[src/rtl/fuzzy_traffic_state_classifier_macros.svh]
// assertion macros shared by the traffic state classifier rtl
`ifndef FUZZY_TRAFFIC_STATE_CLASSIFIER_MACROS_SVH
`define FUZZY_TRAFFIC_STATE_CLASSIFIER_MACROS_SVH

// consequent checked in the same cycle as the antecedent
`define FTSC_ASSERT_SAME(label, clk, rst, ante, cons, msg) \
   label: assert property (@(posedge clk) disable iff (rst) (ante) |-> (cons)) \
      else $error(msg);

// consequent checked in the cycle after the antecedent
`define FTSC_ASSERT_NEXT(label, clk, rst, ante, cons, msg) \
   label: assert property (@(posedge clk) disable iff (rst) (ante) |=> (cons)) \
      else $error(msg);

`endif

[src/rtl/ftsc_pkg.sv]
// shared types, codes and rule base of the traffic state classifier
package ftsc_pkg;

   localparam int VALUE_W = 16;
   localparam int N_MEMB  = 5;

   typedef logic [2:0] class_type;

   localparam class_type CLASS_EMPTY   = 3'd0;
   localparam class_type CLASS_OPEN    = 3'd1;
   localparam class_type CLASS_NORMAL  = 3'd2;
   localparam class_type CLASS_CROWDED = 3'd3;
   localparam class_type CLASS_STOP    = 3'd4;
   localparam class_type CLASS_NA      = 3'd5;
   localparam class_type CLASS_NONE    = 3'd6;

   localparam int              CSR_ADDR_W      = 2;
   localparam logic [1:0]      CSR_HOLD_ADDR   = 2'd0;
   localparam logic [3:0]      HOLD_RESET      = 4'd2;

   // rule base indexed [density membership][speed membership]
   localparam class_type RULE_CLASS [N_MEMB][N_MEMB] = '{
      '{CLASS_EMPTY, CLASS_EMPTY,   CLASS_OPEN,    CLASS_OPEN,   CLASS_OPEN},
      '{CLASS_EMPTY, CLASS_NORMAL,  CLASS_NORMAL,  CLASS_OPEN,   CLASS_OPEN},
      '{CLASS_STOP,  CLASS_NORMAL,  CLASS_NORMAL,  CLASS_OPEN,   CLASS_NA},
      '{CLASS_STOP,  CLASS_CROWDED, CLASS_NORMAL,  CLASS_NORMAL, CLASS_NA},
      '{CLASS_STOP,  CLASS_CROWDED, CLASS_CROWDED, CLASS_NA,     CLASS_NA}
   };

   function automatic class_type rule_class(input logic [2:0] d_idx,
                                            input logic [2:0] s_idx);
      class_type c;
      c = CLASS_EMPTY;
      if (d_idx < 3'(N_MEMB) && s_idx < 3'(N_MEMB)) begin
         c = RULE_CLASS[d_idx][s_idx];
      end
      return c;
   endfunction

endpackage

[src/rtl/ftsc_if.sv]
// valid/ready channel interfaces for input items and results
interface ftsc_req_if;
   logic                              valid;
   logic                              ready;
   logic [ftsc_pkg::VALUE_W-1:0]      speed_norm;
   logic [ftsc_pkg::VALUE_W-1:0]      density_norm;

   modport source (output valid, output speed_norm, output density_norm, input ready);
   modport sink   (input valid, input speed_norm, input density_norm, output ready);
endinterface

interface ftsc_rsp_if;
   logic                   valid;
   logic                   ready;
   ftsc_pkg::class_type    class_now;
   logic                   show_pulse;

   modport source (output valid, output class_now, output show_pulse, input ready);
   modport sink   (input valid, input class_now, input show_pulse, output ready);
endinterface

[src/rtl/ftsc_fuzzify.sv]
// five-set membership of one input using a bit-serial restoring divider
module ftsc_fuzzify #(
   parameter int                FRAC_BITS = 12,
   parameter logic [4:0][15:0]  KNOTS     = '0
) (
   input  logic                           clock,
   input  logic                           reset,
   input  logic                           start,
   input  logic [ftsc_pkg::VALUE_W-1:0]   x,
   output logic                           done,
   output logic [2:0]                     idx,
   output logic [FRAC_BITS:0]             m_lo,
   output logic [FRAC_BITS:0]             m_hi
);

   localparam int CNT_W = $clog2(FRAC_BITS + 1);
   localparam logic [FRAC_BITS:0] ONE = (FRAC_BITS + 1)'(1) << FRAC_BITS;

   logic                    busy_ff, busy_in;
   logic                    done_ff, done_in;
   logic [CNT_W-1:0]        cnt_ff, cnt_in;
   logic [15:0]             rem_ff, rem_in;
   logic [15:0]             den_ff, den_in;
   logic [FRAC_BITS-1:0]    q_ff, q_in;
   logic [2:0]              idx_ff, idx_in;
   logic                    full_ff, full_in;

   logic [2:0]              seg;
   logic                    full;
   logic [15:0]             k_lo, k_hi;
   logic [16:0]             trial, diff;
   logic                    ge;
   logic                    rem_nz;

   // locate x: exactly on a set peak or shoulder, or inside a span
   always_comb begin
      full = 1'b1;
      seg  = 3'd0;
      priority if (x <= KNOTS[0]) begin
         seg = 3'd0;
      end else if (x >= KNOTS[4]) begin
         seg = 3'd4;
      end else if (x == KNOTS[1]) begin
         seg = 3'd1;
      end else if (x == KNOTS[2]) begin
         seg = 3'd2;
      end else if (x == KNOTS[3]) begin
         seg = 3'd3;
      end else begin
         full = 1'b0;
         priority if (x < KNOTS[1]) begin
            seg = 3'd0;
         end else if (x < KNOTS[2]) begin
            seg = 3'd1;
         end else if (x < KNOTS[3]) begin
            seg = 3'd2;
         end else begin
            seg = 3'd3;
         end
      end
   end

   always_comb begin
      unique case (seg[1:0])
         2'd0: begin k_lo = KNOTS[0]; k_hi = KNOTS[1]; end
         2'd1: begin k_lo = KNOTS[1]; k_hi = KNOTS[2]; end
         2'd2: begin k_lo = KNOTS[2]; k_hi = KNOTS[3]; end
         2'd3: begin k_lo = KNOTS[3]; k_hi = KNOTS[4]; end
         default: begin k_lo = KNOTS[0]; k_hi = KNOTS[1]; end
      endcase
   end

   assign trial = {rem_ff, 1'b0};
   assign diff  = trial - {1'b0, den_ff};
   assign ge    = trial >= {1'b0, den_ff};

   always_comb begin
      busy_in = busy_ff;
      done_in = 1'b0;
      cnt_in  = cnt_ff;
      rem_in  = rem_ff;
      den_in  = den_ff;
      q_in    = q_ff;
      idx_in  = idx_ff;
      full_in = full_ff;
      if (start) begin
         busy_in = 1'b1;
         cnt_in  = CNT_W'(FRAC_BITS);
         rem_in  = x - k_lo;
         den_in  = k_hi - k_lo;
         idx_in  = seg;
         full_in = full;
      end else if (busy_ff) begin
         // one quotient bit per cycle
         rem_in = ge ? diff[15:0] : trial[15:0];
         q_in   = {q_ff[FRAC_BITS-2:0], ge};
         cnt_in = cnt_ff - CNT_W'(1);
         if (cnt_ff == CNT_W'(1)) begin
            busy_in = 1'b0;
            done_in = 1'b1;
         end
      end
   end

   always_ff @(posedge clock) begin
      if (reset) begin
         busy_ff <= 1'b0;
         done_ff <= 1'b0;
         cnt_ff  <= '0;
      end else begin
         busy_ff <= busy_in;
         done_ff <= done_in;
         cnt_ff  <= cnt_in;
      end
      rem_ff  <= rem_in;
      den_ff  <= den_in;
      q_ff    <= q_in;
      idx_ff  <= idx_in;
      full_ff <= full_in;
   end

   // falling side from the rising quotient: one minus q, less one on a remainder
   assign rem_nz = rem_ff != 16'd0;
   assign done   = done_ff;
   assign idx    = idx_ff;
   assign m_hi   = full_ff ? '0 : {1'b0, q_ff};
   assign m_lo   = full_ff ? ONE
                 : ONE - {1'b0, q_ff} - {{FRAC_BITS{1'b0}}, rem_nz};

endmodule

[src/rtl/fuzzy_traffic_state_classifier.sv]
// an input beat is taken only while idle; it passes through the bit-serial membership
//   dividers (one quotient bit per cycle) and the four rule products with their max,
//   then waits in S_DONE while the output register holds a result not yet accepted
// a finished result waits in the output register while the next item is taken
// reset (synchronous, high): idle, no result held, hold_frames 2, no tracked class, run 0
`include "fuzzy_traffic_state_classifier_macros.svh"

module fuzzy_traffic_state_classifier #(
   parameter int VALUE_FRAC_BITS = 12
) (
   input  logic                                   clock,
   input  logic                                   reset,
   ftsc_req_if.sink                               req_ch,
   ftsc_rsp_if.source                             rsp_ch,
   input  logic                                   psel,
   input  logic                                   penable,
   input  logic                                   pwrite,
   input  logic [ftsc_pkg::CSR_ADDR_W-1:0]        paddr,
   input  logic [31:0]                            pwdata,
   output logic [31:0]                            prdata,
   output logic                                   pready
);

   localparam int F      = VALUE_FRAC_BITS;
   localparam int MEMB_W = F + 1;
   localparam int PROD_W = 2 * MEMB_W;

   // breakpoints, round half up
   localparam logic [15:0] SP_K0 = 16'(((3 << F) + 20) / 40);
   localparam logic [15:0] SP_K1 = 16'(((3 << F) + 10) / 20);
   localparam logic [15:0] SP_K2 = 16'(((1 << F) + 2) / 4);
   localparam logic [15:0] SP_K3 = 16'(((1 << F) + 1) / 2);
   localparam logic [15:0] SP_K4 = 16'(((3 << F) + 2) / 4);
   localparam logic [15:0] DS_K0 = 16'(((1 << F) + 5) / 10);
   localparam logic [15:0] DS_K1 = 16'(((1 << F) + 2) / 5);
   localparam logic [15:0] DS_K2 = 16'(((2 << F) + 2) / 5);
   localparam logic [15:0] DS_K3 = 16'(((1 << F) + 1) / 2);
   localparam logic [15:0] DS_K4 = 16'(((3 << F) + 2) / 5);
   localparam logic [4:0][15:0] SP_KNOTS = {SP_K4, SP_K3, SP_K2, SP_K1, SP_K0};
   localparam logic [4:0][15:0] DS_KNOTS = {DS_K4, DS_K3, DS_K2, DS_K1, DS_K0};

   localparam logic [1:0] S_IDLE = 2'd0;
   localparam logic [1:0] S_DIV  = 2'd1;
   localparam logic [1:0] S_MUL  = 2'd2;
   localparam logic [1:0] S_DONE = 2'd3;

   localparam logic [2:0] MUL_LAST = 3'd4;

   logic [1:0]                state_ff, state_in;
   logic [2:0]                mul_cnt_ff, mul_cnt_in;
   logic [PROD_W-1:0]         best_p_ff, best_p_in;
   ftsc_pkg::class_type       best_c_ff, best_c_in;
   logic [PROD_W-1:0]         prod_ff, prod_in;
   ftsc_pkg::class_type       prod_cls_ff, prod_cls_in;
   logic [3:0]                hold_ff, hold_in;
   ftsc_pkg::class_type       tracked_ff, tracked_in;
   logic [3:0]                run_ff, run_in;
   logic                      rsp_valid_ff, rsp_valid_in;
   ftsc_pkg::class_type       class_ff, class_in;
   logic                      pulse_ff, pulse_in;

   logic                      start;
   logic                      sp_done, ds_done;
   logic [2:0]                sp_idx, ds_idx;
   logic [MEMB_W-1:0]         sp_mlo, sp_mhi, ds_mlo, ds_mhi;
   logic [1:0]                pair;
   logic [2:0]                d_idx, s_idx;
   logic [MEMB_W-1:0]         md, ms;
   logic                      better;
   logic                      rsp_load;
   logic [3:0]                run_new;
   logic                      csr_wr;

   assign start = req_ch.valid && (state_ff == S_IDLE);

   ftsc_fuzzify #(
      .FRAC_BITS (F),
      .KNOTS     (SP_KNOTS)
   ) u_speed (
      .clock (clock),
      .reset (reset),
      .start (start),
      .x     (req_ch.speed_norm),
      .done  (sp_done),
      .idx   (sp_idx),
      .m_lo  (sp_mlo),
      .m_hi  (sp_mhi)
   );

   ftsc_fuzzify #(
      .FRAC_BITS (F),
      .KNOTS     (DS_KNOTS)
   ) u_density (
      .clock (clock),
      .reset (reset),
      .start (start),
      .x     (req_ch.density_norm),
      .done  (ds_done),
      .idx   (ds_idx),
      .m_lo  (ds_mlo),
      .m_hi  (ds_mhi)
   );

   // each input has at most two adjacent nonzero sets: four rule products
   assign pair  = mul_cnt_ff[1:0];
   assign d_idx = ds_idx + {2'b00, pair[1]};
   assign s_idx = sp_idx + {2'b00, pair[0]};
   assign md    = pair[1] ? ds_mhi : ds_mlo;
   assign ms    = pair[0] ? sp_mhi : sp_mlo;

   // strongest product wins, lower class on a tie; nothing above zero leaves class 0
   assign better = (prod_ff > best_p_ff)
                || ((prod_ff == best_p_ff) && (prod_cls_ff < best_c_ff));

   assign rsp_load = (state_ff == S_DONE) && (!rsp_valid_ff || rsp_ch.ready);

   assign csr_wr = psel && penable && pwrite && (paddr == ftsc_pkg::CSR_HOLD_ADDR);

   always_comb begin
      state_in     = state_ff;
      mul_cnt_in   = mul_cnt_ff;
      best_p_in    = best_p_ff;
      best_c_in    = best_c_ff;
      prod_in      = PROD_W'(md) * PROD_W'(ms);
      prod_cls_in  = ftsc_pkg::rule_class(d_idx, s_idx);
      hold_in      = csr_wr ? pwdata[3:0] : hold_ff;
      tracked_in   = tracked_ff;
      run_in       = run_ff;
      rsp_valid_in = rsp_valid_ff && !rsp_ch.ready;
      class_in     = class_ff;
      pulse_in     = 1'b0;
      run_new      = run_ff + 4'd1;

      if (best_c_ff != tracked_ff) begin
         run_new = 4'd0;
      end

      unique case (state_ff)
         S_IDLE: begin
            if (start) begin
               state_in  = S_DIV;
               best_p_in = '0;
               best_c_in = ftsc_pkg::CLASS_EMPTY;
            end
         end
         S_DIV: begin
            if (sp_done) begin
               state_in   = S_MUL;
               mul_cnt_in = 3'd0;
            end
         end
         S_MUL: begin
            if (mul_cnt_ff != 3'd0 && better) begin
               best_p_in = prod_ff;
               best_c_in = prod_cls_ff;
            end
            mul_cnt_in = mul_cnt_ff + 3'd1;
            if (mul_cnt_ff == MUL_LAST) begin
               state_in = S_DONE;
            end
         end
         S_DONE: begin
            pulse_in = run_new == hold_ff;
            if (rsp_load) begin
               state_in     = S_IDLE;
               rsp_valid_in = 1'b1;
               class_in     = best_c_ff;
               tracked_in   = best_c_ff;
               run_in       = pulse_in ? 4'd0 : run_new;
            end
         end
         default: begin
            state_in = S_IDLE;
         end
      endcase
   end

   always_ff @(posedge clock) begin
      if (reset) begin
         state_ff     <= S_IDLE;
         mul_cnt_ff   <= 3'd0;
         hold_ff      <= ftsc_pkg::HOLD_RESET;
         tracked_ff   <= ftsc_pkg::CLASS_NONE;
         run_ff       <= 4'd0;
         rsp_valid_ff <= 1'b0;
      end else begin
         state_ff     <= state_in;
         mul_cnt_ff   <= mul_cnt_in;
         hold_ff      <= hold_in;
         tracked_ff   <= tracked_in;
         run_ff       <= run_in;
         rsp_valid_ff <= rsp_valid_in;
      end
      best_p_ff   <= best_p_in;
      best_c_ff   <= best_c_in;
      prod_ff     <= prod_in;
      prod_cls_ff <= prod_cls_in;
      if (rsp_load) begin
         class_ff <= class_in;
         pulse_ff <= pulse_in;
      end
   end

   assign req_ch.ready      = (state_ff == S_IDLE);
   assign rsp_ch.valid      = rsp_valid_ff;
   assign rsp_ch.class_now  = class_ff;
   assign rsp_ch.show_pulse = pulse_ff;

   assign pready = 1'b1;
   assign prdata = (paddr == ftsc_pkg::CSR_HOLD_ADDR) ? {28'd0, hold_ff} : 32'd0;

   `FTSC_ASSERT_SAME(a_fuzz_in_step, clock, reset, sp_done, ds_done && state_ff == S_DIV, "membership units out of step")
   `FTSC_ASSERT_SAME(a_tracked_after_result, clock, reset, rsp_valid_ff, tracked_ff != ftsc_pkg::CLASS_NONE, "result shown with no tracked class")
   `FTSC_ASSERT_SAME(a_winner_range, clock, reset, state_ff == S_DONE, best_c_ff <= ftsc_pkg::CLASS_NA, "winning class out of range")
   `FTSC_ASSERT_NEXT(a_pulse_clears_run, clock, reset, rsp_load && pulse_in, run_ff == 4'd0 && rsp_ch.show_pulse, "run count not cleared on pulse")

endmodule
[src/flat_wrapper.sv]
// flat-port wrapper written by rule: the top's interface ports become plain ports
module fuzzy_traffic_state_classifier_flat 
#(
   parameter int VALUE_FRAC_BITS = 12
)
  (clock, reset, psel, penable, pwrite, paddr, pwdata, prdata, pready, req_ch_valid, req_ch_speed_norm, req_ch_density_norm, req_ch_ready, rsp_ch_valid, rsp_ch_class_now, rsp_ch_show_pulse, rsp_ch_ready);
  ftsc_req_if req_ch_i ();
  ftsc_rsp_if rsp_ch_i ();
  input  logic clock;
  input  logic reset;
  input  logic psel;
  input  logic penable;
  input  logic pwrite;
  input  logic [ftsc_pkg::CSR_ADDR_W-1:0] paddr;
  input  logic [31:0] pwdata;
  output logic [31:0] prdata;
  output logic pready;
  input wire logic [$bits(req_ch_i.valid)-1:0] req_ch_valid;
  input wire logic [$bits(req_ch_i.speed_norm)-1:0] req_ch_speed_norm;
  input wire logic [$bits(req_ch_i.density_norm)-1:0] req_ch_density_norm;
  output wire logic [$bits(req_ch_i.ready)-1:0] req_ch_ready;
  output wire logic [$bits(rsp_ch_i.valid)-1:0] rsp_ch_valid;
  output wire logic [$bits(rsp_ch_i.class_now)-1:0] rsp_ch_class_now;
  output wire logic [$bits(rsp_ch_i.show_pulse)-1:0] rsp_ch_show_pulse;
  input wire logic [$bits(rsp_ch_i.ready)-1:0] rsp_ch_ready;
  assign req_ch_i.valid = req_ch_valid;
  assign req_ch_i.speed_norm = req_ch_speed_norm;
  assign req_ch_i.density_norm = req_ch_density_norm;
  assign req_ch_ready = req_ch_i.ready;
  assign rsp_ch_valid = rsp_ch_i.valid;
  assign rsp_ch_class_now = rsp_ch_i.class_now;
  assign rsp_ch_show_pulse = rsp_ch_i.show_pulse;
  assign rsp_ch_i.ready = rsp_ch_ready;
  fuzzy_traffic_state_classifier #(.VALUE_FRAC_BITS(VALUE_FRAC_BITS)) u_core (.clock(clock), .reset(reset), .req_ch(req_ch_i), .rsp_ch(rsp_ch_i), .psel(psel), .penable(penable), .pwrite(pwrite), .paddr(paddr), .pwdata(pwdata), .prdata(prdata), .pready(pready));
endmodule
[config.mk]
export PLATFORM = sky130hd
export DESIGN_NAME = fuzzy_traffic_state_classifier_flat
export DESIGN_NICKNAME = d
export VERILOG_FILES = /design/src/rtl/ftsc_pkg.sv /design/src/rtl/ftsc_if.sv /design/src/rtl/ftsc_fuzzify.sv /design/src/rtl/fuzzy_traffic_state_classifier.sv /design/src/flat_wrapper.sv
export VERILOG_INCLUDE_DIRS = /design/src /design/src/rtl
export SDC_FILE = /design/constraint.sdc
export NUM_CORES = 1
export LEC_CHECK = 0
export BUFFER_PORTS_ARGS = -buffer_cell sky130_fd_sc_hd__buf_4
export CORE_MARGIN = 4
export CORE_UTILIZATION = 48
export CTS_BUF_LIST = sky130_fd_sc_hd__clkbuf_4 sky130_fd_sc_hd__clkbuf_8
export DETAILED_ROUTE_END_ITERATION = 7
export PLACE_DENSITY = 0.69
export SYNTH_ARGS = -nofsm -noshare
export SYNTH_HDL_FRONTEND = slang
export SYNTH_HIERARCHICAL = 1
export SYNTH_SLANG_ARGS = --single-unit
[constraint.sdc]
create_clock -name clock -period 8.2 [get_ports clock]
set_input_delay 0.82 -clock clock [delete_from_list [all_inputs] [get_ports clock]]
set_output_delay 0.82 -clock clock [all_outputs]
set_load 0.05 [all_outputs]
==> qor.csv <==
stage,metric,value,unit
setup_path,worst r2r path cells,28,
timing,Period minus WS final,7.73,ns
floorplan,core region area,0.0370,mm2
synth,Synth Area per Inst,9.07,um2
run_status,run status,finished clean,
floorplan,Starting Density,49.0,%
synth,synthesized area,0.0181,mm2
timing,Final Hold Viols,0,
power_and_ir_drop,"Power, Total",4620,uW
worst_hold_path,worst hold start,u_core/u_speed/q_ff[0],
timing,unrepaired setup endpoints after global routing,no,
cells_and_area,total area of sequential cells,0.00465,mm2
power_and_ir_drop,Worst VDD drop,181,uV
power_and_ir_drop,clock share of power,13.8,%
cells_and_area,Layout Cells excl Fill,2579,
setup_path,arrival time worst endpoint,8.12,ns
setup_path,CP Class,register to register,
routing,DRC,0,
setup_path,Max stage delay on crit path,0.56,ns
routing,total number of vias,13948,
global_routing,vias in the first global route,13950,
routing,drt pass-1 iters,7,
place,"Cell Area, Placed",0.0191,mm2
power_and_ir_drop,PwrDens,237,mW/mm2
floorplan,DIE HEIGHT,202,um
global_routing,maximum number of pins on one net before global-route repair,41,
routing,Via-to-Cell Ratio,5.41,
place,final RePlAce weighted congestion,0.898,
clocking,CTS root buf,clkbuf_8,
place,hpwl dp,33.5,mm
routing,routed wire length per instance,16.1,um
floorplan,Rows,70,
timing,Setup Skew,0.0269,ns
routing,met2 wire length,20.0,mm
global_routing,initial antenna violation count,0,
power_and_ir_drop,switch share,42.9,%
setup_path,Setup crit start kind,register,
place,Post-Place Cells,2547,
routing,Routed met3 length,2.10,mm
place,PortBufs,54,
routing,initial DRC count,1028,
worst_hold_path,Min-Delay Path Class,register to register,
clocking,CTS sink count,174,
timing,maximum clock rate,0.129,GHz
setup_path,CP max FO,7,
job,maxcap violations,0,
cells_and_area,Finished Cell Area,0.0195,mm2
setup_path,CP endpoint kind,register,
timing,setup TNS,0,ns
timing,Slew @ Worst Pin,1.04,ns
timing,Final setup violation count,0,
floorplan,# IOs,112,
setup_path,worst reg2reg path endpoint,u_core/prod_ff[25],
cells_and_area,layout cell share with drive strength beyond 1,8.72,%
cells_and_area,area occupied by multi-input gates,0.0121,mm2
timing,max_slew headroom,30.9,%
clocking,Worst-path clk slew,0.10,ns
worst_hold_path,worst hold endpoint,u_core/u_speed/q_ff[1],
setup_path,worst reg2reg startpoint,u_core/u_speed/rem_ff[10],
cells_and_area,most frequent cells in the layout,"inv_1 (288), nor2_1 (201), ha_1 (200)",
clocking,Clock Path Buffers,2,
power_and_ir_drop,internal power,2640,uW
synth,Syn Inst Count,1997,
cells_and_area,# nets final,2460,
routing,Routed Antenna Nets,0,
cells_and_area,number of diodes,0,
setup_path,"Slowest-stage cell, CP",fa_1,
clocking,CTS tree,yes,
power_and_ir_drop,Switch Pwr,1980,uW
clocking,Clock Latency Late Sink,0.50,ns
worst_hold_path,hold path depth,0,
power_and_ir_drop,logic gate share of total power,53.1,%
cells_and_area,"most common cell after layout, fill and taps aside",inv_1,
cells_and_area,FILL cells,3428,
synth,Ys Warns,6,
clocking,Num CTS Buffers,17,
routing,"wirelength, routed",41.4,mm
setup_path,Worst EP required,8.59,ns
floorplan,Die W,202,um
floorplan,Die ar.,0.0409,mm2
power_and_ir_drop,sequential power share,33.0,%
timing,Hold Slack,0.465,ns
timing,Tcrit/Tclk final,94.2,%
timing,Max Slew Vio Count,0,
clocking,H-Tree Depth,4,
global_routing,first-pass GRT wire length,68.5,mm
global_routing,GRT Residual Overflow,0,
power_and_ir_drop,leakage power,0.00891,uW
global_routing,GRT Util Overall,20.2,%
cells_and_area,Layout area overhead,7.71,%
setup_path,most frequent CP cell,fa_1,
routing,Top Layer Used,met4,
routing,DRT met1 WL,18.4,mm
setup_path,reg2reg setup slack,0.47,ns
[state kept, by name, indices dropped and copies added, names as in the netlist, 4 cells and up]
| name | cells |
|---|---|
| u_core/u_density/q_ff | 12 |
| u_core/run_ff | 4 |
| u_core/u_density/den_ff | 10 |
| u_core/hold_ff | 4 |
| u_core/u_speed/q_ff | 12 |
| u_core/u_speed/rem_ff | 16 |
| u_core/u_density/rem_ff | 16 |
| u_core/best_p_ff | 26 |
| u_core/u_speed/cnt_ff | 4 |
| u_core/u_speed/den_ff | 10 |
| u_core/prod_ff | 26 |
| u_core/u_density/cnt_ff | 4 |
[layout make-up]
cell class	count	share of cell area (%)
multi-input combinational	1494	61.9
sequential	174	23.9
inverter	290	5.60
timing repair buffer	85	3.27
tap	504	3.23
clock buffer	21	1.39
clock inverter	11	0.802
[power groups by stage]
stage	Clock [uW]	Combinational (uW)	Sequential [uW]
after CTS	660	2440	1530
after global placement	0	2370	1540
after global routing	694	2750	1560
after floorplan	0	1940	1470
after detailed placement	0	2420	1550
final	639	2460	1530
[worst max path at each step]
stage | start | end | slack, ns | cells past startpoint
floorplan | u_core/u_speed/rem_ff[10] | u_core/prod_ff[25] | 1.03 | 28
global placement | u_core/u_speed/rem_ff[10] | u_core/prod_ff[25] | 0.51 | 28
detailed placement | u_core/u_speed/rem_ff[10] | u_core/prod_ff[25] | 0.35 | 28
CTS | u_core/u_speed/rem_ff[10] | u_core/prod_ff[25] | 0.35 | 28
global route | u_core/u_speed/rem_ff[4] | u_core/prod_ff[25] | 0.10 | 30
finish | u_core/u_speed/rem_ff[10] | u_core/prod_ff[25] | 0.47 | 28
[through the flow]
step / utilization, % / worst slack [ns]
finish: 52.8 / 0.474
detailed placement: 51.6 / 0.355
global placement: 51.6 / 0.507
global route: 52.8 / 0.102
CTS: 52.8 / 0.347
floorplan: - / 1.03
[worst max-delay path, delay by kind of cell (launching register included)]
| family | cells | cell delay (ns) |
|---|---|---|
| mux | 1 | 0.32 |
| flops | 1 | 0.50 |
| xor+xnor | 2 | 0.34 |
| buf+inv | 3 | 0.16 |
| simple gates | 7 | 1.05 |
| compound gates | 7 | 1.93 |
| fa+ha+maj | 8 | 3.33 |
[timing repair]
action | CTS | global route
endpoints found under the setup margin | 0 | 3
hold buffers | 0 | 0
buffers inserted | 0 | 0
gates resized for setup | 0 | 2
[per-layer routing]
metal / vias up / global-route usage [%]
met3: 47 / 3.45
met2: 335 / 34.8
met4: 0 / 5.14
li1: 6849 / -
met1: 6717 / 26.7
met5: - / 0
No activity file was read; power rests on OpenSTA's default activity.
